==> config.mk <==
export PLATFORM = sky130hd
export DESIGN_NAME = humidity_temperature_convert_unit
export DESIGN_NICKNAME = d
export VERILOG_FILES = /design/src/hdl/htc_pkg.sv /design/src/hdl/humidity_temperature_convert_unit.sv /design/src/hdl/htc_pipe.sv
export SDC_FILE = /design/constraint.sdc
export NUM_CORES = 2
export LEC_CHECK = 0
export BUFFER_PORTS_ARGS = -buffer_cell sky130_fd_sc_hd__buf_2
export CORE_MARGIN = 1
export CORE_UTILIZATION = 65
export DETAILED_ROUTE_END_ITERATION = 8
export GPL_TIMING_DRIVEN = 0
export PLACE_DENSITY_LB_ADDON = 0.12
export SLEW_MARGIN = 30
export SYNTH_ARGS = -nofsm -noshare
export SYNTH_HDL_FRONTEND = slang
export SYNTH_SLANG_ARGS = --single-unit
==> constraint.sdc <==
create_clock -name aclk -period 21.2 [get_ports aclk]
set_clock_uncertainty 0.1 [all_clocks]
set_input_delay 4.24 -clock aclk [delete_from_list [all_inputs] [get_ports aclk]]
set_output_delay 4.24 -clock aclk [all_outputs]
set_load 0.005 [all_outputs]
==> src/hdl/htc_pkg.sv <==
`default_nettype none

package htc_pkg;

    localparam int STAGES = 6;
    localparam int SUM_W = 48;
    localparam int CFG_INDEX_W = 8;

    localparam logic [CFG_INDEX_W-1:0] REG_TEMP_HIGH = 8'd0;
    localparam logic [CFG_INDEX_W-1:0] REG_TEMP_LOW = 8'd1;
    localparam logic [CFG_INDEX_W-1:0] REG_HUM_HIGH = 8'd2;
    localparam logic [CFG_INDEX_W-1:0] REG_HUM_LOW = 8'd3;

    localparam logic [7:0] TEMP_HIGH_RESET = 8'd0;
    localparam logic [7:0] TEMP_LOW_RESET = 8'd1;
    localparam logic [7:0] HUM_HIGH_RESET = 8'd2;
    localparam logic [7:0] HUM_LOW_RESET = 8'd3;

    // Humidity coefficients, scaled by 2^24.
    localparam logic signed [SUM_W-1:0] K1 = -48'sd3433960571;
    localparam logic [41:0] K2 = 42'd61572383;
    localparam logic [43:0] K3 = 44'd2677;
    localparam logic [27:0] D1 = 28'd167772;
    localparam logic [27:0] D2 = 28'd1342;

    localparam logic signed [16:0] TEMP_BIAS = 17'sd3970;
    localparam logic signed [17:0] TEMP_BIAS_REF = 18'sd6470;
    localparam logic signed [SUM_W-1:0] HIGH_LIMIT = 48'sd166094438400;
    localparam logic signed [SUM_W-1:0] ROUND_HALF = 48'sd8388608;
    localparam logic [13:0] HUM_SATURATED = 14'd10000;

    typedef struct packed {
        logic [7:0] temp_high_offset;
        logic [7:0] temp_low_offset;
        logic [7:0] hum_high_offset;
        logic [7:0] hum_low_offset;
    } cfg_t;

endpackage

`default_nettype wire

==> src/hdl/humidity_temperature_convert_unit.sv <==
// Converts raw temperature and humidity sensor readings to hundredths of a
// degree Celsius and hundredths of percent relative humidity.
// Input words arrive on the s_ stream channel and results leave on the m_
// channel; a word moves when tvalid and tready are both high.
// The four byte offset registers are written through the cfg_ channel,
// which is always ready; write them only while no word is in flight.
// Every input word gives exactly one result word. The result passes
// through a six-stage pipeline whose stages hold the multipliers and wide
// adders, and the last stage is the output register.
// One word can be accepted every cycle while s_tready is high.
// When the receiver stalls, words collect in empty stages behind the output
// register, and s_tready falls only once all six stages are full.
// Nothing is lost or repeated across a stall.
// Reset empties the pipeline and loads the offsets 0, 1, 2 and 3.
`default_nettype none

module humidity_temperature_convert_unit (
    input  wire logic        aclk,
    input  wire logic        aresetn,
    input  wire logic        s_tvalid,
    output logic             s_tready,
    // data_length, temp_raw, hum_raw
    input  wire logic [39:0] s_tdata,
    output logic             m_tvalid,
    input  wire logic        m_tready,
    // temp_centi, hum_centi, then zero fill
    output logic [31:0]      m_tdata,
    // temp_ok, hum_ok
    output logic [1:0]       m_tuser,
    input  wire logic        cfg_valid,
    output logic             cfg_ready,
    input  wire logic [htc_pkg::CFG_INDEX_W-1:0] cfg_index,
    input  wire logic [7:0]  cfg_data
);

    htc_pkg::cfg_t      cfg_reg;
    logic               temp_ok;
    logic               hum_ok;
    logic signed [16:0] temp_centi;
    logic [13:0]        hum_centi;

    assign cfg_ready = 1'b1;

    always_ff @(posedge aclk) begin
        if (!aresetn) begin
            cfg_reg.temp_high_offset <= htc_pkg::TEMP_HIGH_RESET;
            cfg_reg.temp_low_offset  <= htc_pkg::TEMP_LOW_RESET;
            cfg_reg.hum_high_offset  <= htc_pkg::HUM_HIGH_RESET;
            cfg_reg.hum_low_offset   <= htc_pkg::HUM_LOW_RESET;
        end else if (cfg_valid && cfg_ready) begin
            case (cfg_index)
                htc_pkg::REG_TEMP_HIGH: begin
                    cfg_reg.temp_high_offset <= cfg_data;
                end
                htc_pkg::REG_TEMP_LOW: begin
                    cfg_reg.temp_low_offset <= cfg_data;
                end
                htc_pkg::REG_HUM_HIGH: begin
                    cfg_reg.hum_high_offset <= cfg_data;
                end
                htc_pkg::REG_HUM_LOW: begin
                    cfg_reg.hum_low_offset <= cfg_data;
                end
                default: begin
                end
            endcase
        end
    end

    htc_pipe u_pipe (
        .aclk        (aclk),
        .aresetn     (aresetn),
        .cfg         (cfg_reg),
        .in_valid    (s_tvalid),
        .in_ready    (s_tready),
        .data_length (s_tdata[7:0]),
        .temp_raw    ($signed(s_tdata[23:8])),
        .hum_raw     (s_tdata[39:24]),
        .out_valid   (m_tvalid),
        .out_ready   (m_tready),
        .temp_ok     (temp_ok),
        .temp_centi  (temp_centi),
        .hum_ok      (hum_ok),
        .hum_centi   (hum_centi)
    );

    assign m_tdata = {1'b0, hum_centi, temp_centi};
    assign m_tuser = {hum_ok, temp_ok};

endmodule

`default_nettype wire

==> src/hdl/htc_pipe.sv <==
`default_nettype none

module htc_pipe (
    input  wire logic                aclk,
    input  wire logic                aresetn,
    input  wire htc_pkg::cfg_t       cfg,
    input  wire logic                in_valid,
    output logic                     in_ready,
    input  wire logic [7:0]          data_length,
    input  wire logic signed [15:0]  temp_raw,
    input  wire logic [15:0]         hum_raw,
    output logic                     out_valid,
    input  wire logic                out_ready,
    output logic                     temp_ok,
    output logic signed [16:0]       temp_centi,
    output logic                     hum_ok,
    output logic [13:0]              hum_centi
);

    logic [htc_pkg::STAGES-1:0] valid_reg;
    logic [htc_pkg::STAGES-1:0] valid_next;
    logic [htc_pkg::STAGES-1:0] en;
    logic [htc_pkg::STAGES-1:0] tok_reg;
    logic [htc_pkg::STAGES-1:0] hok_reg;
    logic tok_next;
    logic hok_next;

    logic signed [15:0] traw1_reg;
    logic [15:0]        rh1_reg;

    logic signed [16:0] tc2_reg, tc2_next;
    logic signed [17:0] tdiff2_reg, tdiff2_next;
    logic [31:0]        rhsq2_reg, rhsq2_next;
    logic [27:0]        dsum2_reg, dsum2_next;
    logic [41:0]        k2rh2_reg, k2rh2_next;

    logic signed [16:0]         tc3_reg;
    logic [43:0]                k3term3_reg, k3term3_next;
    logic signed [46:0]         tprod3_reg, tprod3_next;
    logic signed [htc_pkg::SUM_W-1:0] lin3_reg, lin3_next;

    logic signed [16:0]         tc4_reg;
    logic signed [46:0]         tprod4_reg;
    logic signed [htc_pkg::SUM_W-1:0] part4_reg, part4_next;

    logic signed [16:0]         tc5_reg;
    logic signed [htc_pkg::SUM_W-1:0] sum5_reg, sum5_next;
    logic signed [htc_pkg::SUM_W-1:0] rnd5;

    logic signed [16:0] temp_centi_reg, temp_centi_next;
    logic [13:0]        hum_centi_reg, hum_centi_next;

    // A stage takes a new word when it is empty or its word moves on.
    always_comb begin
        en[htc_pkg::STAGES-1] = !valid_reg[htc_pkg::STAGES-1] || out_ready;
        for (int k = htc_pkg::STAGES - 2; k >= 0; k--) begin
            en[k] = !valid_reg[k] || en[k+1];
        end
        valid_next[0] = en[0] ? in_valid : valid_reg[0];
        for (int k = 1; k < htc_pkg::STAGES; k++) begin
            valid_next[k] = en[k] ? valid_reg[k-1] : valid_reg[k];
        end
    end

    assign in_ready = en[0];

    always_ff @(posedge aclk) begin
        if (!aresetn) begin
            valid_reg <= '0;
        end else begin
            valid_reg <= valid_next;
        end
    end

    always_comb begin
        tok_next = (data_length > cfg.temp_high_offset) && (data_length > cfg.temp_low_offset);
        hok_next = tok_next && (data_length > cfg.hum_high_offset)
                   && (data_length > cfg.hum_low_offset);

        tc2_next    = {traw1_reg[15], traw1_reg} - htc_pkg::TEMP_BIAS;
        tdiff2_next = {{2{traw1_reg[15]}}, traw1_reg} - htc_pkg::TEMP_BIAS_REF;
        rhsq2_next  = {16'b0, rh1_reg} * {16'b0, rh1_reg};
        dsum2_next  = htc_pkg::D2 * {12'b0, rh1_reg} + htc_pkg::D1;
        k2rh2_next  = htc_pkg::K2 * {26'b0, rh1_reg};

        k3term3_next = htc_pkg::K3 * {12'b0, rhsq2_reg};
        tprod3_next  = {{29{tdiff2_reg[17]}}, tdiff2_reg} * $signed({19'b0, dsum2_reg});
        lin3_next    = htc_pkg::K1 + $signed({6'b0, k2rh2_reg});

        part4_next = lin3_reg - $signed({4'b0, k3term3_reg});

        sum5_next = part4_reg + {tprod4_reg[46], tprod4_reg};

        rnd5 = sum5_reg + htc_pkg::ROUND_HALF;
        temp_centi_next = tok_reg[4] ? tc5_reg : '0;
        if (!hok_reg[4] || sum5_reg <= 0) begin
            hum_centi_next = '0;
        end else if (sum5_reg > htc_pkg::HIGH_LIMIT) begin
            hum_centi_next = htc_pkg::HUM_SATURATED;
        end else begin
            hum_centi_next = rnd5[37:24];
        end
    end

    always_ff @(posedge aclk) begin
        if (en[0]) begin
            tok_reg[0] <= tok_next;
            hok_reg[0] <= hok_next;
            traw1_reg  <= temp_raw;
            rh1_reg    <= hum_raw;
        end
        if (en[1]) begin
            tok_reg[1] <= tok_reg[0];
            hok_reg[1] <= hok_reg[0];
            tc2_reg    <= tc2_next;
            tdiff2_reg <= tdiff2_next;
            rhsq2_reg  <= rhsq2_next;
            dsum2_reg  <= dsum2_next;
            k2rh2_reg  <= k2rh2_next;
        end
        if (en[2]) begin
            tok_reg[2]  <= tok_reg[1];
            hok_reg[2]  <= hok_reg[1];
            tc3_reg     <= tc2_reg;
            k3term3_reg <= k3term3_next;
            tprod3_reg  <= tprod3_next;
            lin3_reg    <= lin3_next;
        end
        if (en[3]) begin
            tok_reg[3] <= tok_reg[2];
            hok_reg[3] <= hok_reg[2];
            tc4_reg    <= tc3_reg;
            tprod4_reg <= tprod3_reg;
            part4_reg  <= part4_next;
        end
        if (en[4]) begin
            tok_reg[4] <= tok_reg[3];
            hok_reg[4] <= hok_reg[3];
            tc5_reg    <= tc4_reg;
            sum5_reg   <= sum5_next;
        end
        if (en[5]) begin
            tok_reg[5]     <= tok_reg[4];
            hok_reg[5]     <= hok_reg[4];
            temp_centi_reg <= temp_centi_next;
            hum_centi_reg  <= hum_centi_next;
        end
    end

    assign out_valid  = valid_reg[htc_pkg::STAGES-1];
    assign temp_ok    = tok_reg[htc_pkg::STAGES-1];
    assign hum_ok     = hok_reg[htc_pkg::STAGES-1];
    assign temp_centi = temp_centi_reg;
    assign hum_centi  = hum_centi_reg;

    a_hum_needs_temp: assert property (@(posedge aclk) disable iff (!aresetn)
        out_valid |-> (temp_ok || !hum_ok))
        else $error("humidity flagged valid without temperature");

    a_hum_range: assert property (@(posedge aclk) disable iff (!aresetn)
        out_valid |-> (hum_centi <= htc_pkg::HUM_SATURATED))
        else $error("humidity above saturation value");

    a_temp_zero: assert property (@(posedge aclk) disable iff (!aresetn)
        (out_valid && !temp_ok) |-> (temp_centi == '0 && hum_centi == '0))
        else $error("invalid reading carries nonzero fields");

    a_stall_full: assert property (@(posedge aclk) disable iff (!aresetn)
        !in_ready |-> (&valid_reg))
        else $error("input stalled while the pipeline has a free stage");

endmodule

`default_nettype wire
* After elaboration in Yosys (flattened, before gate mapping)
Index checks and enable logic that the tools add are counted.
Cells by class: multiplexer cells 1, order comparisons 6, $mul 5, equal/unequal tests 3, add/sub/neg operators 7, reductions and logical operators 23
Operators with widths (count):
- $add 48x48->48 | 1
- $gt 48x39->1 const B | 1
- $le 48x1->1 const B | 1
- $sub 48x45->48 | 1
- $mul 17x29->46 | 1
- $add 33x43->44 const A | 1
- $mul 12x32->44 const A | 1
- $mul 26x16->42 const A | 1
- $add 38x25->38 const B | 1
- $gt 8x8->1 | 4
- $mul 16x16->32 | 1
- $add 27x18->28 const B | 1
- $mul 10x16->26 const A | 1
- $sub 16x13->17 const B | 1
- $sub 16x14->17 const B | 1
- $eq 8x2->1 const B | 2
- $mux 14 | 1
- $eq 8x1->1 const B | 1
- $logic_not 8->1 | 1
- $reduce_and 2->1 | 4
- $logic_not 1->1 | 7
- $logic_or 1x1->1 | 7
- $logic_and 1x1->1 | 3
- $reduce_or 2->1 | 1
Word-level totals: logic and storage cells 86, register bits 582, output and inout bits 37

* Logic depth before layout (Yosys ltp)
depth after elaboration 7, depth in mapped cells 26

* Cells and area by module
Synthesis repeated with hierarchy kept, for this count alone.
Unflattened totals: cells, all modules 6214, area, all modules 64857.2 µm²
By module, submodules not included:
- htc_pipe | sequential area each 16005.4 µm², times used 1, cells an instance 6088, area each 63563.5 µm²
- humidity_temperature_convert_unit | sequential area each 640.6 µm², times used 1, cells an instance 126, area each 1293.7 µm²

* Worst setup path before layout
Ideal clock, no wire load.
path type in2out, start point in m_tready, end point out s_tready, slack 11.151 ns, arrival time 5.709 ns, cell stages on the path 4, data required time 16.860 ns, path through nor2b_1 -> and3_1 -> and2_1 -> nand3_1
On the way: word-level cells in the longest chain between the ends 6
RTL lines:
- start: declaration | line humidity_temperature_convert_unit.sv:25 | input wire logic m_tready,
- $logic_or 1x1->1 | line htc_pipe.sv:55 | en[htc_pkg::STAGES-1] = !valid_reg[htc_pkg::STAGES-1] || out_ready;
- $logic_or 1x1->1 (5 in series) | line htc_pipe.sv:57 | en[k] = !valid_reg[k] || en[k+1];
- end: declaration | line humidity_temperature_convert_unit.sv:21 | output logic s_tready,
Every way passes these cells.

* Worst setup path in the final report
Ends and elaborated chain as after synthesis.

==> impl_metrics.csv <==
group,metric,value,unit
setup_path,crit_chain,"buf_2 -> nor2b_1 -> and3_1 -> and2_1 -> nand3_4 -> buf_12 -> buf_2",
synth,yosysSeqAreaShare,25.61,%
drt,num_vias,44200,
drt,antenna_left,0,
run_status,status,"finished clean",
timing,rsz0062_at_grt,"false",
global_route,grt_start_max_net_pins,101,
finish,design_area,0.06934,mm^2
drt,drt-pass1-iter-count,6,
setup_path,critPathMaxFanout,31,
synth,synth_cells,6245,
timing,min_period_over_period,49.70,%
drt,drcViolationCount,0,
synth,ys_seq_elements,567,
drt,routed_via_density,5.703,
floorplanning,io_pins,98,
timing,relSlewSlack,31.19,%
finish,drive_gt1_share,4.038,%
timing,fmax,94.92,MHz
clocking,cts_setup_buffers,0,
floorplanning,die_area,0.1013,mm^2
finish,multi_input_area,0.04278,mm^2
drt,avgRoutedWirePerCell,20.37,um
setup_path,required,16860,ps
global_route,grt_use_total,31.88,%
timing,setup_viol,0,
finish,fin_nets,8153,
placed_design,place_area,0.06737,mm^2
global_route,antenna_found_initial,3,
synth,async_flop_share,0,%
synth,synth_cell_types,92,
clocking,clk_pin_slew_worst_paths,70,ps
synth,avgSynthCellArea,10.41,um^2
timing,min_period,10540,ps
synth,synth_edf_count,529,
placed_design,port_buffers,94,
finish,regArea,0.01665,mm^2
clocking,cts_tree,"yes",
setup_path,critical_path.top_delay_family,"simple AND/OR/NAND/NOR gates",
global_route,grt-ovfl-total,0,
floorplanning,die_w,318.2,um
clocking,cts_buffer_depth,3,
finish,syn_to_final_growth,6.686,%
setup_path,critical_path.slowest_cell,"and2_1",
setup_path,critPathKind,"in2out",
clocking,cts.sinks,567,
floorplanning,die_h,318.2,um
timing,max_slew.worst_pin.slew,1032,ps
drt,initialDrtViolationCount,2868,
clocking,cts_root_buffer,"clkbuf_16",
drt,wl_met2,76950,um
synth,synth_ff_type,"edfxtp_1",
setup_path,crit_arrival,6200,ps
synth,synth_area,0.06499,mm^2
flow_run,drv_cap,0,
floorplanning,core_area,0.09871,mm^2
finish,fillers,7504,
clocking,h-tree-depth,2,
global_route,first_global_vias,45510,
drt,wl_met3,9827,um
floorplanning,row_count,115,
placed_design,gp_congestion,0.9865,
timing,slew_violations,0,
setup_path,crit_buf_inv,3,
finish,n_antenna_cell,0,
timing,tns,0,ps
clocking,cts_resized,0,
placed_design,dp_hpwl,131400,um
setup_path,crit_path_end_kind,"output port",
synth,synthesis.nets,7983,
drt,wirelength_met1,61420,um
setup_path,worstSetupPathDepth,7,
hold_path,hold_depth,0,
clocking,insertion_delay,680,ps
setup_path,cp-start-kind,"input pin",
setup_path,r2r_cells,25,
clocking,cts_hold_buf,0,
timing,hold_viol_final,0,
drt,drt_wl_total,157900,um
drt,dr.max_layer_used,"met4",
synth,ys_warn_count,0,
clocking,cts_buffers,58,
setup_path,max_stage_delay,430,ps
hold_path,worst_hold_path_type,"reg2reg",
setup_path,cp_common_cell,"buf_2",
global_route,grt_pass1_wl,247900,um
floorplanning,start_util,65.84,%
[cells in the final DEF (no fill, tap or decap), types with 48 or more instances in the layout]
master	Yosys	layout
inv_1	1347	1344
fa_1	877	877
ha_1	800	800
edfxtp_1	529	529
nand2_1	421	419
a21oi_1	257	257
and2_1	252	252
nor2_1	252	252
xnor2_1	207	207
a21o_1	148	148
clkbuf_1	128	133
o21ai_0	128	128
xor2_1	119	119
buf_2	1	95
nor2b_1	68	68
nand3_1	65	64
clkbuf_16	0	58
nand4_1	55	55
nor3_1	54	54
o21a_1	48	48
[final cells by class]
class / count / area share [%]
clock buffers: 63 / 2.120
multi-input cells: 4194 / 61.71
flip-flops and latches: 567 / 24.01
repair buffers: 110 / 1.070
well taps: 1287 / 2.322
inverters: 1349 / 7.321
clock inverters: 45 / 0.6966
plain buffers: 135 / 0.7543
[synthesized netlist by cell type, drive strengths merged, types with 18 or more instances]
library cell	n	share of area, %
o21ai	147	1.1
xnor2	207	2.8
nand3	65	0.50
o21a	48	0.55
nor2b	68	0.65
nor3	55	0.43
a21oi	259	2.0
xor2	119	1.6
ha	800	15
mux2i	35	0.54
clkbuf	128	0.74
edfxtp	529	24
and2	254	2.4
and3	20	0.19
inv	1347	7.8
nor2	252	1.5
a31oi	19	0.19
dfxtp	38	1.2
nor4	24	0.23
o31ai	20	0.25
nand2	421	2.4
a211oi	26	0.32
nand4	55	0.53
a21o	148	1.7
fa	877	27
o21bai	35	0.41
nand2b	44	0.42
o211ai	18	0.22
[logic make-up after synthesis]
logic type,count (synthesis),share of synthesized area [%]
simple gates,1321,10.03
other cells,2,0.01156
xor+xnor,326,4.393
fa+ha+maj,1677,42.42
mux,36,0.5564
buf+inv,1484,8.596
compound gates,832,8.386
flops,567,25.61
[worst paths after layout]
check	start	to	slack (ps)
setup / recovery	m_tready	s_tready	10660
hold / removal	u_pipe.tprod3_reg[4]	u_pipe.tprod4_reg[4]	300
setup reg to reg	u_pipe.tdiff2_reg[8]	u_pipe.tprod3_reg[41]	12570
hold reg to reg	u_pipe.tprod3_reg[4]	u_pipe.tprod4_reg[4]	300
[metal layers]
layer	up-vias	GRT usage (%)
li1	20580	-
met1	21650	39.87
met2	1524	53.86
met3	454	4.649
met4	0	16.73
met5	-	0
[through the flow]
step	hold WS [ps]	cells	worst slack [ps]	util [%]
after floorplan	300.3	6245	11150	-
after global placement	301.9	7626	9425	67.95
after detailed placement	304.5	7641	10670	68.25
after CTS	293.1	7749	10650	70.23
after global routing	299.1	7750	10530	70.24
final	298.9	7750	10660	70.24
Power is not shown: default switching activity piles up to over one toggle a cycle in this logic, so the estimate is an artifact.
